## config.mk

```make
export PLATFORM = sky130hd
export DESIGN_NAME = cpc_ctrl
export DESIGN_NICKNAME = d
export VERILOG_FILES = /design/src/hdl/cpc_pkg.sv /design/src/hdl/cpc_ctrl.sv
export SDC_FILE = /design/constraint.sdc
export NUM_CORES = 1
export LEC_CHECK = 0
export BUFFER_PORTS_ARGS = -buffer_cell sky130_fd_sc_hd__clkbuf_2
export CAP_MARGIN = 15
export CORE_MARGIN = 3
export CORE_UTILIZATION = 35
export CTS_CLUSTER_DIAMETER = 120
export DETAILED_ROUTE_END_ITERATION = 12
export PLACE_DENSITY = 0.64
export REMOVE_ABC_BUFFERS = 1
export SYNTH_ARGS = -nofsm -noshare
export SYNTH_HDL_FRONTEND = slang
export SYNTH_SLANG_ARGS = --single-unit
```

## constraint.sdc

```tcl
create_clock -name clock -period 1.6 [get_ports clock]
set_input_delay 0.4 -clock clock [delete_from_list [all_inputs] [get_ports clock]]
set_output_delay 0.4 -clock clock [all_outputs]
set_load 0.01 [all_outputs]
```

## src/hdl/cpc_pkg.sv

```systemverilog
package cpc_pkg;

   localparam int BodyCountDef = 256;
   localparam int MaxPointsDef = 4;

   localparam logic [23:0] SlopReset = 24'd66;
   localparam logic [15:0] GainReset = 16'd32768;

   // register indexes
   localparam logic [0:0] RegSlop = 1'b0;
   localparam logic [0:0] RegGain = 1'b1;

   // status codes
   localparam logic [1:0] StatIgnored = 2'd0;
   localparam logic [1:0] StatApplied = 2'd1;
   localparam logic [1:0] StatSkipped = 2'd2;

   typedef enum logic [3:0] {
      ST_IDLE,
      ST_CLEAR,
      ST_READ,
      ST_DIFF,
      ST_DOT,
      ST_SCALE,
      ST_DIV,
      ST_MUL,
      ST_WRA,
      ST_RDB,
      ST_WRB,
      ST_OUT
   } state_type;

   // controller to datapath
   typedef struct packed {
      logic clear_wr;
      logic load;
      logic rd_a;
      logic diff;
      logic dot;
      logic scale;
      logic div_start;
      logic mul;
      logic wr_a;
      logic rd_b;
      logic wr_b;
      logic out_load;
   } cmd_type;

   // datapath to controller
   typedef struct packed {
      logic clear_last;
      logic skip;
      logic apply;
      logic div_done;
   } stat_type;

endpackage

```

## src/hdl/cpc_ctrl.sv

```systemverilog
// Sequencer: clear sweep after reset, then one item at a time.
module cpc_ctrl (
   input  logic                clock,
   input  logic                reset,
   input  logic                req_tvalid,
   output logic                req_tready,
   output logic                rsp_tvalid,
   input  logic                rsp_tready,
   input  cpc_pkg::stat_type   stat,
   output cpc_pkg::cmd_type    cmd
);
   import cpc_pkg::*;

   state_type state_ff, state_in;
   logic      ov_ff, ov_in;
   logic [1:0] div_pass_ff, div_pass_in;

   always_ff @(posedge clock) begin
      if (reset) begin
         state_ff <= ST_CLEAR;
         ov_ff <= 1'b0;
         div_pass_ff <= 2'd0;
      end else begin
         state_ff <= state_in;
         ov_ff <= ov_in;
         div_pass_ff <= div_pass_in;
      end
   end

   always_comb begin
      state_in = state_ff;
      cmd = '0;
      ov_in = ov_ff;
      div_pass_in = div_pass_ff;
      req_tready = 1'b0;
      if (rsp_tready) ov_in = 1'b0;
      unique case (state_ff)
         ST_CLEAR: begin
            cmd.clear_wr = 1'b1;
            if (stat.clear_last) state_in = ST_IDLE;
         end
         ST_IDLE: begin
            req_tready = 1'b1;
            if (req_tvalid) begin
               cmd.load = 1'b1;
               state_in = ST_READ;
            end
         end
         ST_READ: begin
            cmd.rd_a = 1'b1;
            state_in = ST_DIFF;
         end
         ST_DIFF: begin
            cmd.diff = 1'b1;
            state_in = ST_DOT;
         end
         ST_DOT: begin
            cmd.dot = 1'b1;
            state_in = ST_SCALE;
         end
         ST_SCALE: begin
            if (stat.skip) state_in = ST_RDB;
            else if (!stat.apply) state_in = ST_RDB;
            else begin
               cmd.scale = 1'b1;
               cmd.div_start = 1'b1;
               div_pass_in = 2'd0;
               state_in = ST_DIV;
            end
         end
         // three divider runs: ratio A, ratio B, gain over point count
         ST_DIV: begin
            if (stat.div_done) begin
               cmd.mul = 1'b1;
               if (div_pass_ff != 2'd2) begin
                  cmd.div_start = 1'b1;
                  div_pass_in = div_pass_ff + 2'd1;
               end else begin
                  state_in = ST_MUL;
               end
            end
         end
         ST_MUL: begin
            state_in = ST_WRA;
         end
         ST_WRA: begin
            cmd.wr_a = 1'b1;
            state_in = ST_RDB;
         end
         ST_RDB: begin
            cmd.rd_b = 1'b1;
            state_in = ST_WRB;
         end
         ST_WRB: begin
            cmd.wr_b = 1'b1;
            state_in = ST_OUT;
         end
         ST_OUT: begin
            if (!ov_ff || rsp_tready) begin
               cmd.out_load = 1'b1;
               ov_in = 1'b1;
               state_in = ST_IDLE;
            end
         end
         default: state_in = ST_IDLE;
      endcase
   end

   assign rsp_tvalid = ov_ff;
endmodule

```

# Word level (Yosys, flattened, before mapping)
# Index checks and enable logic that the tools add are counted.
[totals]
ff_bits = 7
out_inout_bits = 14
elab_cells = 65
[op_classes]
n_addsub = 1
n_eq_ne = 20
n_mux = 35
n_reduce_logical = 6
[op_table]
columns = ["cell", "count"]
rows = [
  ["case mux 4 bit (12 select lines)", 1],
  ["two-way mux 4 bit", 7],
  ["two-way mux 1 bit", 18],
  ["inequality test 2 bit (second input constant)", 9],
  ["== test 4 x 3 -> 1 bit (second input constant)", 4],
  ["== test 4 bit (second input constant)", 4],
  ["two-way mux 2 bit", 7],
  ["AND reduction 5 bit", 2],
  ["== test 4 x 2 -> 1 bit (second input constant)", 2],
  ["== test 4 x 1 -> 1 bit (second input constant)", 1],
  ["zero test 4 bit", 1],
  ["case mux 2 bit (2 select lines)", 1],
  ["adder 2 x 1 -> 2 bit (second input constant)", 1],
  ["case mux 1 bit (2 select lines)", 1],
  ["nonzero test 2 bit", 1],
  ["zero test 1 bit", 1],
  ["logical OR 1 bit", 1],
]

# Logic depth before layout (Yosys ltp)
[depth]
word_depth = 4
ltp_mapped = 5
mapped_depth_nobuf = 5

# Least setup slack after synthesis
# OpenSTA, ideal clock, no wires.
[synth_path]
path_type = "register to output"
startpoint = "reg state_ff[2]"
endpoint = "out cmd[10] (netlist bit)"
t_arrival_ns = 1.241
required_ns = 1.200
path_slack_ns = -0.041
stages_incl_launch_ff = 4
path_buffers = 1
cell_sequence = "dfxtp_1 buf_4 nor4_1 and2_1"
[synth_rtl]
columns = ["item", "line_no", "rtl"]
rows = [
  ["start, declared", "cpc_ctrl.sv:14", "state_type state_ff, state_in;"],
  ["start signal, assigned", "cpc_ctrl.sv:24", "state_ff <= state_in;"],
  ["end, declared", "cpc_ctrl.sv:10", "output cpc_pkg::cmd_type cmd"],
]

==> impl_metrics.yaml <==
placement:
  dpl_worst_slack_ns: 0.02712
  gp_congestion: 0.7850
  dp.cells: 116
  hpwl_um: 1153
  port_buffers: 21
  placed_area_sq_um: 752.0
global_routing:
  grt_pass1_wl_um: 2760
  overflow: 0
  grt_pass1_vias: 673
  antenna_found_initial: 0
  grt_max_degree: 10
  grt_usage_pct: 17.18
critical_path:
  worstSetupEndpoint: "cmd[10]"
  critPathMaxFanout: 8
  slowest_delay_ns: 0.38
  endpoint_kind: "primary output"
  cp-startpoint: "state_ff[1]"
  timing.rr.end: "state_ff[1]"
  cp.required_ns: 1.20
  critPathLaunchType: "register"
  r2r_cells: 5
  crit_arrival_ns: 1.23
  reg2reg_from: "state_ff[2]"
  slowest_stage: "dfxtp_4"
  worst-setup-path-type: "reg -> out"
  path_cells: "nor4_4 -> and2_1 -> buf_2"
  ff2ff_setup_slack_ns: 0.04
final_layout:
  area_growth_pct: 64.50
  stdcell_count: 129
  final_common_cell: "buf_4"
  final_cell_area_sq_um: 979.7
  nets: 123
  antenna_cells: 0
  layout_common_cells: "buf_4 (14), buf_2 (11), clkbuf_2 (9)"
  drive_gt1_share_pct: 56.64
synth:
  muxShareOfSynthArea_pct: 1.681
  synthXorXnorAreaFrac_pct: 0
  ys_types: 38
  ys_seq_elements: 7
  synth_area_per_cell_sq_um: 7.836
  yosysTopAreaCellShare_pct: 23.53
  synth_flop_cell: "dfxtp_1"
  synthAdderAreaFrac_pct: 2.101
  async_reset_ff_share_pct: 0
  ys_seq_area_share_pct: 23.53
  syn_inst: 76
  synth-compound-area-share_pct: 23.74
  ys_top_cells_by_area: "dfxtp_1 (24%), nand2b_1 (4.2%), nor2b_1 (4.2%), nand4bb_1 (3.8%), a21oi_1 (3.4%)"
  synth_top_family_by_area: "simple AND/OR/NAND/NOR gates"
  synthesis.area_sq_um: 595.6
  yosys_warnings: 0
  yosys.area.top_type: "dfxtp_1"
  synth_edf_count: 0
  yosys.area_share.simple_pct: 39.08
power_and_ir_drop:
  power.internal_uw: 875.9
  vdd_ir_drop_max_v: 0.0009145
  p_per_area_mw_per_mm2: 1527
  p_sw_share_pct: 41.46
  p_seq_share_pct: 23.2
  leakage_nw: 0.4453
  pwr-share-clk_pct: 10.2
  pwr-share-comb_pct: 66.6
  power.switching_uw: 620.3
timing:
  fin_skew_ns: 0.006325
  slew_violations: 0
  setup_viol: 5
  whs_ns: 0.4276
  worst_slack_ns: -0.02813
  hold_violations: 0
  finalCritPeriodShare_pct: 101.8
  setup_tns_ns: -0.06753
  slew-limit-headroom_pct: 80.94
  period_needed_ns: 1.628
  worst_pin_slew_ns: 0.2840
  rsz0062_at_grt: "true"
  max_freq_mhz: 614.2
status:
  status: "finished with violations"
  failed_checks: "setup timing"
floorplanning:
  die_w_um: 47.25
  io_pins: 22
  die_h_um: 47.25
  coreArea_sq_mm: 0.001559
  rows: 14
  design.die.area_sq_mm: 0.002233
  start_util_pct: 38.20
routing:
  vias: 730
  drt.antenna.violating_nets: 0
  firstDrtPassIters: 4
  viasPerCell: 5.659
  drc_errors: 0
  wl_um: 1764
  drt_iter0_drc: 12
  wire_per_inst_um: 13.67
clocking:
  clk_latency_ns: 0.25
  cts-root-buf: "clkbuf_4"
  clkSlewWorstSetupHoldPaths_ns: 0.05
  cts_buffer_depth: 2
  cts_tree: "yes"
  clkSinkCount: 7
  htreeDepth: 1
  cts_buffers: 3
  hold_buffers: 0
job:
  maxCapViolations: 0
worst_hold_path:
  hold_path_class: "in -> reg"
==> worst min path at each step <==
stage	from	cells past startpoint	slack, ns	end
2_1_floorplan	div_pass_ff[0]	2	0.44	div_pass_ff[0]
3_3_place_gp	div_pass_ff[0]	2	0.46	div_pass_ff[0]
3_5_place_dp	div_pass_ff[0]	2	0.46	div_pass_ff[0]
4_1_cts	reset	2	0.41	div_pass_ff[1]
5_1_grt	reset	2	0.42	div_pass_ff[0]
6_report	reset	2	0.43	div_pass_ff[0]
==> flip-flops by register name, summed over array words and instances, names as in the netlist <==
signal / cells
div_pass_ff: 2
state_ff: 4
rsp_tvalid: 1
==> cells by family after synthesis <==
family	after synthesis
simple gates	36
fa+ha+maj	1
flops	7
buf+inv	12
mux	1
compound gates	19
==> power by group through the flow <==
| stage | logic (mW) | clock network [mW] | registers, mW |
|---|---|---|---|
| after floorplan | 0.348 | 0 | 0.336 |
| after global placement | 0.642 | 0 | 0.305 |
| after detailed placement | 0.649 | 0 | 0.305 |
| after CTS | 0.846 | 0.160 | 0.340 |
| after global routing | 1.08 | 0.173 | 0.355 |
| final | 0.996 | 0.153 | 0.347 |
==> layout make-up <==
class	instances	area [sq um]
timing repair buffer	39	265.3
multi-input combinational	57	484.2
inverter	6	27.53
tap	16	20.02
clock buffer	4	26.28
fill	116	579.3
sequential	7	156.4
==> worst max-delay path: cells and delay by family (launching register included) <==
| family | cells | cell delay, ns |
|---|---|---|
| simple gates | 2 | 0.49 |
| flops | 1 | 0.38 |
| buf+inv | 1 | 0.12 |
==> Yosys cell counts, types with 2 or more instances <==
master     n
nor2b_1    4
o21ai_0    2
nand2_1    4
nor4_1     2
a31oi_1    2
dfxtp_1    7
nand2b_1   4
clkbuf_1   2
a311oi_1   2
nor3_1     4
nand4bb_1  2
nand4b_1   2
nor2_1     4
nor3b_1    2
a21oi_1    4
nand3_1    2
inv_1      5
buf_2      2
==> routing by layer <==
layer	wire length [um]	vias up	global-route usage, %
met2	919	21	28.61
li1	-	358	-
met3	64	2	5.364
met1	761	349	20.14
met4	19	0	7.182
met5	0	-	0
==> stage by stage <==
stage          power (mW)  util (%)
2_1_floorplan      0.6835         -
3_3_place_gp       0.9471     48.23
3_5_place_dp       0.9544     48.23
4_1_cts             1.346     58.91
5_1_grt             1.606     62.84
6_report            1.496     62.84
==> what timing repair did <==
item | in CTS | in global routing
gates cloned | 0 | 0
hold endpoints to repair | 0 | 0
buffers inserted | 8 | 1
endpoints found under the setup margin | 13 | 11
gates resized for setup | 22 | 23
pin swaps | 5 | 7
(Power assumes the default switching activity.)
